### src/substring_window_matcher_macros.svh
// ----------------------------------------------------------------------------
// Substring window matcher assertion macros
// Shared property shapes for the matcher's concurrent checks.
// ----------------------------------------------------------------------------
`ifndef SUBSTRING_WINDOW_MATCHER_MACROS_SVH
`define SUBSTRING_WINDOW_MATCHER_MACROS_SVH

// same-cycle implication, checked out of reset
`define SWM_ASSERT_NOW(lbl, ante, cons, msg) \
  lbl: assert property (@(posedge clk) disable iff (!rst_n) (ante) |-> (cons)) else $error(msg);

// next-cycle implication, checked out of reset
`define SWM_ASSERT_NEXT(lbl, ante, cons, msg) \
  lbl: assert property (@(posedge clk) disable iff (!rst_n) (ante) |=> (cons)) else $error(msg);

`endif

### src/swm_pkg.sv
// ----------------------------------------------------------------------------
// swm_pkg
// Shared constants and types of the substring window matcher.
// ----------------------------------------------------------------------------
`default_nettype none

package swm_pkg;

  localparam int MAX_PATTERN_DEF = 16;
  localparam int BYTE_W          = 8;

  localparam logic CMD_PATTERN = 1'b0;
  localparam logic CMD_TEXT    = 1'b1;

  typedef struct packed {
    logic              pat_wr;
    logic              txt_wr;
    logic              last;
    logic [BYTE_W-1:0] data;
  } swm_op_t;

endpackage

`default_nettype wire

### src/swm_if.sv
// ----------------------------------------------------------------------------
// swm_in_if / swm_out_if
// Valid/ready channels for input words and result words.
// ----------------------------------------------------------------------------
`default_nettype none

interface swm_in_if;
  logic       valid;
  logic       ready;
  logic       command;
  logic [7:0] data_byte;
  logic       last;

  modport source (output valid, output command, output data_byte, output last,
                  input ready);
  modport sink   (input valid, input command, input data_byte, input last,
                  output ready);
endinterface

interface swm_out_if;
  logic valid;
  logic ready;
  logic found;
  logic pattern_overflow;

  modport source (output valid, output found, output pattern_overflow, input ready);
  modport sink   (input valid, input found, input pattern_overflow, output ready);
endinterface

`default_nettype wire

### src/substring_window_matcher.sv
// ----------------------------------------------------------------------------
// substring_window_matcher
// Naive substring search: loads a pattern, slides text through a window.
// ----------------------------------------------------------------------------
// channel   dir  handshake      word
// in_chan   in   valid/ready    command, data_byte, last
// out_chan  out  valid/ready    found, pattern_overflow
//
// One word is taken every cycle unless a waiting result holds a last text word;
// its result passes through the input register and then the result register.
// The whole window is compared against the pattern in parallel each cycle.
// Reset is synchronous; no clearing pass is needed.
// A waiting result stalls a later last text word and those behind it; others pass.
// ----------------------------------------------------------------------------
`default_nettype none

`include "substring_window_matcher_macros.svh"

module substring_window_matcher import swm_pkg::*; #(
  parameter int MAX_PATTERN = MAX_PATTERN_DEF,
  localparam int LEN_W      = $clog2(MAX_PATTERN + 1)
) (
  input  wire logic  clk,
  input  wire logic  rst_n,
  swm_in_if.sink     in_chan,
  swm_out_if.source  out_chan
);

  logic              s1_valid_r, s1_valid_nxt;
  logic              s1_cmd_r;
  logic [BYTE_W-1:0] s1_data_r;
  logic              s1_last_r;
  logic              s1_is_result, s1_go, in_acc;
  logic              out_valid_r, out_valid_nxt;
  logic              found_r, ovf_r;
  swm_op_t           op;

  logic [MAX_PATTERN-1:0][BYTE_W-1:0] pat_bytes;
  logic [LEN_W-1:0]                   pat_len;
  logic                               pat_ovf, found_w;

  always_comb begin
    s1_is_result   = (s1_cmd_r == CMD_TEXT) && s1_last_r;
    s1_go          = s1_valid_r && (!s1_is_result || !out_valid_r || out_chan.ready);
    in_chan.ready  = !s1_valid_r || s1_go;
    in_acc         = in_chan.valid && in_chan.ready;
    s1_valid_nxt   = in_acc ? 1'b1 : (s1_go ? 1'b0 : s1_valid_r);
    op.pat_wr      = s1_go && (s1_cmd_r == CMD_PATTERN);
    op.txt_wr      = s1_go && (s1_cmd_r == CMD_TEXT);
    op.last        = s1_last_r;
    op.data        = s1_data_r;
    out_valid_nxt  = (s1_go && s1_is_result) ? 1'b1
                   : (out_chan.ready ? 1'b0 : out_valid_r);
  end

  always_ff @(posedge clk) begin
    if (!rst_n) begin
      s1_valid_r  <= 1'b0;
      out_valid_r <= 1'b0;
    end else begin
      s1_valid_r  <= s1_valid_nxt;
      out_valid_r <= out_valid_nxt;
    end
  end

  always_ff @(posedge clk) begin
    if (in_acc) begin
      s1_cmd_r  <= in_chan.command;
      s1_data_r <= in_chan.data_byte;
      s1_last_r <= in_chan.last;
    end
    if (s1_go && s1_is_result) begin
      found_r <= found_w;
      ovf_r   <= pat_ovf;
    end
  end

  swm_pattern #(.MAX_PATTERN(MAX_PATTERN)) u_pattern (
    .clk         (clk),
    .rst_n       (rst_n),
    .op          (op),
    .pat_bytes_o (pat_bytes),
    .pat_len_o   (pat_len),
    .pat_ovf_o   (pat_ovf)
  );

  swm_window #(.MAX_PATTERN(MAX_PATTERN)) u_window (
    .clk         (clk),
    .rst_n       (rst_n),
    .op          (op),
    .pat_bytes_i (pat_bytes),
    .pat_len_i   (pat_len),
    .pat_ovf_i   (pat_ovf),
    .found_o     (found_w)
  );

  assign out_chan.valid            = out_valid_r;
  assign out_chan.found            = found_r;
  assign out_chan.pattern_overflow = ovf_r;

  `SWM_ASSERT_NOW(a_found_excl_ovf, out_valid_r && found_r, !ovf_r, "found with overflow")
  `SWM_ASSERT_NEXT(a_result_loaded, s1_go && s1_is_result, out_valid_r, "result dropped")
  `SWM_ASSERT_NEXT(a_word_staged, in_acc, s1_valid_r, "accepted word not staged")
  `SWM_ASSERT_NOW(a_len_bound, 1'b1, pat_len <= LEN_W'(MAX_PATTERN), "pattern length overrun")

endmodule

`default_nettype wire

### src/swm_pattern.sv
// ----------------------------------------------------------------------------
// swm_pattern
// Pattern store: newest byte at entry 0, length, completion and overflow.
// ----------------------------------------------------------------------------
`default_nettype none

module swm_pattern import swm_pkg::*; #(
  parameter int MAX_PATTERN = MAX_PATTERN_DEF,
  localparam int LEN_W      = $clog2(MAX_PATTERN + 1)
) (
  input  wire logic                                  clk,
  input  wire logic                                  rst_n,
  input  wire swm_op_t                               op,
  output logic [MAX_PATTERN-1:0][BYTE_W-1:0]         pat_bytes_o,
  output logic [LEN_W-1:0]                           pat_len_o,
  output logic                                       pat_ovf_o
);

  logic [MAX_PATTERN-1:0][BYTE_W-1:0] pat_r, pat_nxt;
  logic [LEN_W-1:0]                   len_r, len_nxt, len_base;
  logic                               ovf_r, ovf_nxt, ovf_base;
  logic                               done_r, done_nxt;
  logic                               shift;

  always_comb begin
    len_base = done_r ? '0 : len_r;
    ovf_base = done_r ? 1'b0 : ovf_r;
    len_nxt  = len_r;
    ovf_nxt  = ovf_r;
    done_nxt = done_r;
    shift    = 1'b0;
    if (op.pat_wr) begin
      done_nxt = op.last;
      if (len_base < LEN_W'(MAX_PATTERN)) begin
        len_nxt = len_base + 1'b1;
        ovf_nxt = ovf_base;
        shift   = 1'b1;
      end else begin
        len_nxt = len_base;
        ovf_nxt = 1'b1;
      end
    end else if (op.txt_wr) begin
      done_nxt = 1'b1;
    end
  end

  always_comb begin
    pat_nxt[0] = op.data;
    for (int i = 1; i < MAX_PATTERN; i++) begin
      pat_nxt[i] = pat_r[i-1];
    end
  end

  always_ff @(posedge clk) begin
    if (!rst_n) begin
      len_r  <= '0;
      ovf_r  <= 1'b0;
      done_r <= 1'b1;
    end else begin
      len_r  <= len_nxt;
      ovf_r  <= ovf_nxt;
      done_r <= done_nxt;
    end
  end

  always_ff @(posedge clk) begin
    if (shift) begin
      pat_r <= pat_nxt;
    end
  end

  assign pat_bytes_o = pat_r;
  assign pat_len_o   = len_r;
  assign pat_ovf_o   = ovf_r;

endmodule

`default_nettype wire

### src/swm_window.sv
// ----------------------------------------------------------------------------
// swm_window
// Text window, byte count, parallel compare and remembered hit.
// ----------------------------------------------------------------------------
`default_nettype none

module swm_window import swm_pkg::*; #(
  parameter int MAX_PATTERN = MAX_PATTERN_DEF,
  localparam int LEN_W      = $clog2(MAX_PATTERN + 1)
) (
  input  wire logic                                  clk,
  input  wire logic                                  rst_n,
  input  wire swm_op_t                               op,
  input  wire logic [MAX_PATTERN-1:0][BYTE_W-1:0]    pat_bytes_i,
  input  wire logic [LEN_W-1:0]                      pat_len_i,
  input  wire logic                                  pat_ovf_i,
  output logic                                       found_o
);

  logic [MAX_PATTERN-1:0][BYTE_W-1:0] win_r, win_nxt;
  logic [LEN_W-1:0]                   cnt_r, cnt_nxt, cnt_inc;
  logic                               hit_r, hit_nxt;
  logic                               match, hit_now;

  always_comb begin
    win_nxt[0] = op.data;
    for (int i = 1; i < MAX_PATTERN; i++) begin
      win_nxt[i] = win_r[i-1];
    end
  end

  always_comb begin
    match = 1'b1;
    for (int w = 0; w < MAX_PATTERN; w++) begin
      if ((LEN_W'(w) < pat_len_i) && (win_nxt[w] != pat_bytes_i[w])) begin
        match = 1'b0;
      end
    end
  end

  always_comb begin
    cnt_inc = (cnt_r < LEN_W'(MAX_PATTERN)) ? cnt_r + 1'b1 : cnt_r;
    hit_now = !pat_ovf_i && (cnt_inc >= pat_len_i) && match;
    found_o = (hit_r || hit_now) && !pat_ovf_i;
    cnt_nxt = cnt_r;
    hit_nxt = hit_r;
    if (op.pat_wr) begin
      cnt_nxt = '0;
      hit_nxt = 1'b0;
    end else if (op.txt_wr) begin
      if (op.last) begin
        cnt_nxt = '0;
        hit_nxt = 1'b0;
      end else begin
        cnt_nxt = cnt_inc;
        hit_nxt = hit_r || hit_now;
      end
    end
  end

  always_ff @(posedge clk) begin
    if (!rst_n) begin
      cnt_r <= '0;
      hit_r <= 1'b0;
    end else begin
      cnt_r <= cnt_nxt;
      hit_r <= hit_nxt;
    end
  end

  always_ff @(posedge clk) begin
    if (op.txt_wr) begin
      win_r <= win_nxt;
    end
  end

endmodule

`default_nettype wire

### src/flat_wrapper.sv
// flat-port wrapper written by rule: the top's interface ports become plain ports
module substring_window_matcher_flat import swm_pkg::*;
#(
  parameter int MAX_PATTERN = MAX_PATTERN_DEF,
  localparam int LEN_W      = $clog2(MAX_PATTERN + 1)
)
  (clk, rst_n, in_chan_valid, in_chan_command, in_chan_data_byte, in_chan_last, in_chan_ready, out_chan_valid, out_chan_found, out_chan_pattern_overflow, out_chan_ready);
  swm_in_if in_chan_i ();
  swm_out_if out_chan_i ();
  input  wire logic clk;
  input  wire logic rst_n;
  input wire logic [$bits(in_chan_i.valid)-1:0] in_chan_valid;
  input wire logic [$bits(in_chan_i.command)-1:0] in_chan_command;
  input wire logic [$bits(in_chan_i.data_byte)-1:0] in_chan_data_byte;
  input wire logic [$bits(in_chan_i.last)-1:0] in_chan_last;
  output wire logic [$bits(in_chan_i.ready)-1:0] in_chan_ready;
  output wire logic [$bits(out_chan_i.valid)-1:0] out_chan_valid;
  output wire logic [$bits(out_chan_i.found)-1:0] out_chan_found;
  output wire logic [$bits(out_chan_i.pattern_overflow)-1:0] out_chan_pattern_overflow;
  input wire logic [$bits(out_chan_i.ready)-1:0] out_chan_ready;
  assign in_chan_i.valid = in_chan_valid;
  assign in_chan_i.command = in_chan_command;
  assign in_chan_i.data_byte = in_chan_data_byte;
  assign in_chan_i.last = in_chan_last;
  assign in_chan_ready = in_chan_i.ready;
  assign out_chan_valid = out_chan_i.valid;
  assign out_chan_found = out_chan_i.found;
  assign out_chan_pattern_overflow = out_chan_i.pattern_overflow;
  assign out_chan_i.ready = out_chan_ready;
  substring_window_matcher #(.MAX_PATTERN(MAX_PATTERN)) u_core (.clk(clk), .rst_n(rst_n), .in_chan(in_chan_i), .out_chan(out_chan_i));
endmodule
### config.mk
export PLATFORM = sky130hd
export DESIGN_NAME = substring_window_matcher_flat
export DESIGN_NICKNAME = d
export VERILOG_FILES = /design/src/swm_pkg.sv /design/src/swm_if.sv /design/src/substring_window_matcher.sv /design/src/swm_pattern.sv /design/src/swm_window.sv /design/src/flat_wrapper.sv
export VERILOG_INCLUDE_DIRS = /design/src /design/src/src
export SDC_FILE = /design/constraint.sdc
export NUM_CORES = 1
export LEC_CHECK = 0
export BUFFER_PORTS_ARGS = -buffer_cell sky130_fd_sc_hd__buf_2
export CORE_MARGIN = 3
export CORE_UTILIZATION = 55
export CTS_CLUSTER_SIZE = 30
export DETAILED_ROUTE_END_ITERATION = 12
export PLACE_DENSITY = 0.71
export SKIP_LAST_GASP = 1
export SLEW_MARGIN = 40
export SYNTH_ARGS = -nofsm -noshare
export SYNTH_HDL_FRONTEND = slang
export SYNTH_SLANG_ARGS = --single-unit
### constraint.sdc
create_clock -name clk -period 23.6 [get_ports clk]
set_input_delay 0 -clock clk [delete_from_list [all_inputs] [get_ports clk]]
set_output_delay 0 -clock clk [all_outputs]
set_load 0.05 [all_outputs]
Word-level counts from Yosys, hierarchy flattened

Index checks and enable logic that the tools add are counted.
Widths: inputs -> output; s select.

$add $sub $neg: 2
Reduce and logical (&&, ||, !) cells: 38
Bitwise operators: 2
Equality and inequality tests: 17
Multiplexer cells: 31
$lt $le $gt $ge: 19

Operator list:

| operator            | count |
|---|---|
| $ne 8x8->1          | 16 |
| $lt 4x5->1 const A  | 8 |
| $mux 1              | 27 |
| $logic_and 1x1->1   | 25 |
| $lt 3x5->1 const A  | 4 |
| $mux 5              | 4 |
| $add 5x1->5 const B | 2 |
| $lt 1x5->1 const A  | 2 |
| $lt 2x5->1 const A  | 2 |
| $lt 5x5->1 const B  | 2 |
| $reduce_bool 2->1   | 3 |
| $ge 5x5->1          | 1 |
| $logic_not 1->1     | 4 |
| $logic_or 1x1->1    | 4 |
| $ne 2x2->1 const B  | 1 |
| $not 1->1           | 2 |
| $reduce_and 2->1    | 1 |
| $reduce_or 2->1     | 1 |

Bits in registers: 275
Output and inout port bits: 4

Logic depth before layout (Yosys ltp)

Depth after elaboration: 21
Depth in mapped cells: 11
Mapped depth without buffers: 10

Cells and area by module

From an unflattened synthesis, not the netlist that was laid out.

Cells, all modules: 565
Area, all modules: 10,352.4 µm²

By module, submodules not included:

| module                   | seq. area each (µm²) | cells each | area an instance (µm²) | instances |
|---|---|---|---|---|
| swm_window               | 3,723.6              | 372        | 5,650.4                | 1 |
| swm_pattern              | 3,983.8              | 168        | 4,224.1                | 1 |
| substring_window_matcher | 400.4                | 25         | 478.0                  | 1 |

Worst setup path after synthesis

No wires, ideal clock.

Path type: register to register
From: reg u_core.s1_cmd_r
To: reg u_core.u_pattern.len_r[1] (netlist: u_core.u_pattern.pat_len_o[1])
Setup time: 0.133 ns
Buffers on the path: 0
Arrival: 7.546 ns
Cell stages (with the launch flop): 5
Required time: 23.467 ns
Setup slack: 15.921 ns
Cells stage by stage: edfxtp_1 > nand2b_1 > a21oi_1 > mux2i_1 > nor2b_1

Cells in the longest elaborated chain, start to end: 6

RTL lines:

| item                           | RTL line                       | RTL |
|---|---|---|
| from (decl)                    | substring_window_matcher.sv:30 | `logic s1_cmd_r;` |
| from (signal assigned)         | substring_window_matcher.sv:68 | `s1_cmd_r <= in_chan.command;` |
| $logic_and 1x1->1              | substring_window_matcher.sv:43 | `s1_is_result = (s1_cmd_r == CMD_TEXT) && s1_last_r;` |
| $logic_not 1->1                | substring_window_matcher.sv:44 | `s1_go = s1_valid_r && (!s1_is_result \|\| !out_valid_r \|\| out_chan.ready);` |
| $logic_or 1x1->1 (2 in series) | substring_window_matcher.sv:44 |  |
| $logic_and 1x1->1              | substring_window_matcher.sv:44 |  |
| $logic_and 1x1->1 *            | substring_window_matcher.sv:48 | `op.pat_wr = s1_go && (s1_cmd_r == CMD_PATTERN);` |
| to (signal assigned)           | swm_pattern.sv:60              | `len_r <= len_nxt;` |
| to (decl)                      | swm_pattern.sv:20              | `logic [LEN_W-1:0] len_r, len_nxt, len_base;` |

Every way passes the cells marked *; elsewhere a longest branch is shown, timed or not.
A chain may end at the register's enable or synchronous reset.

==> impl_metrics.py <==
metrics = {
    "floorplan": {
        "core-area_mm2": 0.01821,
        "initial_utilization": 0.5664,
        "placement_rows": 49,
        "dieHeight_um": 142.9,
        "die_w_um": 142.9,
        "pin_count": 18,
        "die-area_mm2": 0.02043,
    },
    "placed_design": {
        "gp_congestion": 0.8327,
        "dp_cells": 817,
        "place_area_mm2": 0.01067,
        "hpwl_um": 10310,
        "place.port_buffers": 17,
    },
    "setup_path": {
        "cp-start-kind": "register",
        "crit_type": "register to register",
        "worstPathMaxFanout": 69,
        "cp-end-kind": "register",
        "crit_required_ns": 23.74,
        "rrSetupSlack_ns": 20.91,
        "arrival_ns": 2.83,
        "rr_worst_depth": 5,
        "r2r-end": "u_core.u_window.win_nxt[15]",
        "rr_startpoint": "u_core.s1_last_r",
    },
    "run_status": {
        "status": "finished clean",
    },
    "final_layout": {
        "finish.utilization": 0.6504,
        "drive_gt1_frac": 0.1214,
        "mostFrequentLayoutCell": "edfxtp_1",
        "nets": 652,
        "antenna_cells": 0,
        "post_layout_nonfiller_instances": 880,
        "area_growth_pct": 14.82,
        "design_area_mm2": 0.01184,
        "mostFrequentLayoutCells": "260 x edfxtp_1, 97 x xor2_1, 34 x xnor2_1, 27 x clkbuf_16, 20 x nor4_1",
    },
    "clocking": {
        "cts_inserted_buffers": 27,
        "h-tree-depth": 1,
        "clkTransAtPathRegs_ns": 0.06,
        "clock-root-buffer": "clkbuf_16",
        "post_cts_resized": 0,
        "cts_sinks": 275,
        "clkLatencyLatePin_ns": 0.52,
        "clk_path_buf_depth": 3,
        "cts_tree": "done",
    },
    "worst_hold_path": {
        "worstHoldStart": "in_chan_command",
        "min_path_type": "primary input to register",
        "hold_depth": 2,
        "worstHoldEndpoint": "u_core.s1_cmd_r",
    },
    "grt": {
        "grt_max_degree": 79,
        "grt_overflow_total": 0,
        "track_usage": 0.1616,
        "grt_pass1_vias": 4985,
        "grt_pass1_wl_um": 25410,
        "antenna_found_initial": 0,
    },
    "yosys": {
        "yosysUniqueCellTypes": 43,
        "synth-edff-count": 260,
        "ys.flop_type": "edfxtp_1",
        "ys_ff_latch": 275,
        "avgSynthCellArea_um2": 17.97,
        "async_flop_share": 0,
        "yosysWarnings": 0,
        "ys_seq_area_frac": 0.7861,
        "syn_area_mm2": 0.01031,
        "netlist_instances": 574,
        "syn-num-nets": 595,
    },
    "sta": {
        "drv_slew": 0,
        "fin_tns_setup_ns": 0,
        "tightest_slew_ns": 0.7618,
        "fin_crit_ns": 2.690,
        "clock_skew_ns": 0.01225,
        "finalSetupViolCount": 0,
        "hold_viol": 0,
        "rsz0062_at_grt": "no",
        "fin_crit_sh": 0.1140,
        "fmax_mhz": 371.8,
        "slew_headroom": 0.4921,
    },
    "power_and_ir_drop": {
        "p_leak_nw": 3.958,
        "combPwrFrac": 0.023,
        "p_int_uw": 861.6,
        "power.share.clock": 0.452,
        "switching_share": 0.1826,
        "finalPower_mw": 1.054,
        "switchingPower_uw": 192.5,
        "peakVddDrop_mv": 0.06760,
        "cellPowerDensity_mw_per_mm2": 89.01,
        "power_frac_seq": 0.525,
    },
    "detailed_routing": {
        "vias_per_cell": 5.539,
        "vias": 4874,
        "postRouteAntennaNets": 0,
        "post-route-drc-count": 0,
        "drt_iter0_drc": 424,
        "wl_per_cell_um": 18.38,
        "routed_wl_um": 16170,
        "firstDrtPassIters": 5,
    },
    "flow_run": {
        "drv_cap": 0,
    },
}
[worst max path at each step]
stage                           from                          endpoint  slack, ns  cells after the start
global route        u_core.s1_last_r       u_core.u_window.win_nxt[11]      20.75                      5
floorplan            u_core.s1_cmd_r     u_core.u_pattern.pat_len_o[1]      15.92                      4
CTS                 u_core.s1_last_r       u_core.u_window.win_nxt[15]      20.75                      5
finish              u_core.s1_last_r       u_core.u_window.win_nxt[15]      20.91                      5
global placement     u_core.s1_cmd_r  u_core.u_pattern.pat_bytes_o[11]      20.83                      4
detailed placement  u_core.s1_last_r       u_core.u_window.win_nxt[15]      20.76                      5
[worst max-delay path: stages, from the launching register on]
cell,delay (ns)
edfxtp_1,0.42
inv_1,0.13
nor2_1,0.10
or2_2,0.35
inv_6,0.46
buf_4,0.73
[layer usage]
| layer | global-route usage | share of wire | up-vias |
|---|---|---|---|
| li1 | - | - | 2298 |
| met1 | 0.1887 | 0.39 | 2429 |
| met2 | 0.3027 | 0.55 | 112 |
| met3 | 0.02780 | 0.039 | 35 |
| met4 | 0.05153 | 0.026 | 0 |
| met5 | 0 | 0 | - |
[synthesized netlist by cell type (6+ instances only)]
cell	number	area share
a21oi_1	20	0.0097
o21ai_0	8	0.0039
nand4_1	12	0.0073
nand3_1	6	0.0029
ha_1	7	0.0085
nor4_1	20	0.012
xnor2_1	34	0.029
inv_1	9	0.0033
nand2_1	14	0.0051
nor2_1	18	0.0066
dfxtp_1	15	0.029
xor2_1	97	0.082
edfxtp_1	260	0.76
[kinds of logic after synthesis]
kind of cell / after synthesis / share of synthesized area
XOR/XNOR: 131 / 0.1112
flip-flops: 275 / 0.7861
AO/OA/AOI/OAI: 54 / 0.03397
buffers and inverters: 16 / 0.009098
AND/OR/NAND/NOR: 89 / 0.04901
adder cells (fa/ha/maj): 7 / 0.008492
multiplexers: 2 / 0.002062
[state kept, by name, indices dropped and copies added (netlist names)]
register,cells
u_core.s1_valid_r,1
u_core.u_pattern.pat_len_o,5
u_core.u_window.hit_r,1
u_core.u_pattern.done_r,1
u_core.u_window.cnt_r,5
u_core.u_pattern.pat_ovf_o,1
u_core.s1_data_r,8
u_core.s1_cmd_r,1
u_core.out_chan.pattern_overflow,1
u_core.s1_last_r,1
u_core.out_chan.valid,1
u_core.out_chan.found,1
u_core.u_window.win_nxt,120
u_core.u_pattern.pat_bytes_o,128
[timing repair]
item                      CTS  global route
buffers inserted            0             0
hold endpoints to repair   25             0
hold buffers               14             0
[power by group through the flow]
stage	combinational, mW	sequential [mW]	clock (mW)
floorplan	0.0153	0.564	0
global placement	0.0224	0.563	0
detailed placement	0.0229	0.564	0
CTS	0.0249	0.554	0.487
global route	0.0270	0.555	0.505
finish	0.0243	0.554	0.476
[stage by stage]
step                      hold slack, ns  worst slack [ns]
after detailed placement          0.1791             20.76
after global routing              0.1862             20.75
after global placement            0.1794             20.83
final                             0.1982             20.91
after floorplan                  0.09887             15.92
after CTS                         0.1744             20.75
[final cells by class]
| type | instances | area [µm²] |
|---|---|---|
| sequential | 275 | 8108 |
| fill | 1216 | 6366 |
| multi-input combinational | 283 | 2123 |
| clock buffer | 40 | 824.5 |
| tap | 229 | 286.5 |
| timing repair buffer | 35 | 259.0 |
| clock inverter | 9 | 202.7 |
| inverter | 9 | 38.79 |
Power figures use the tool's default switching activity.
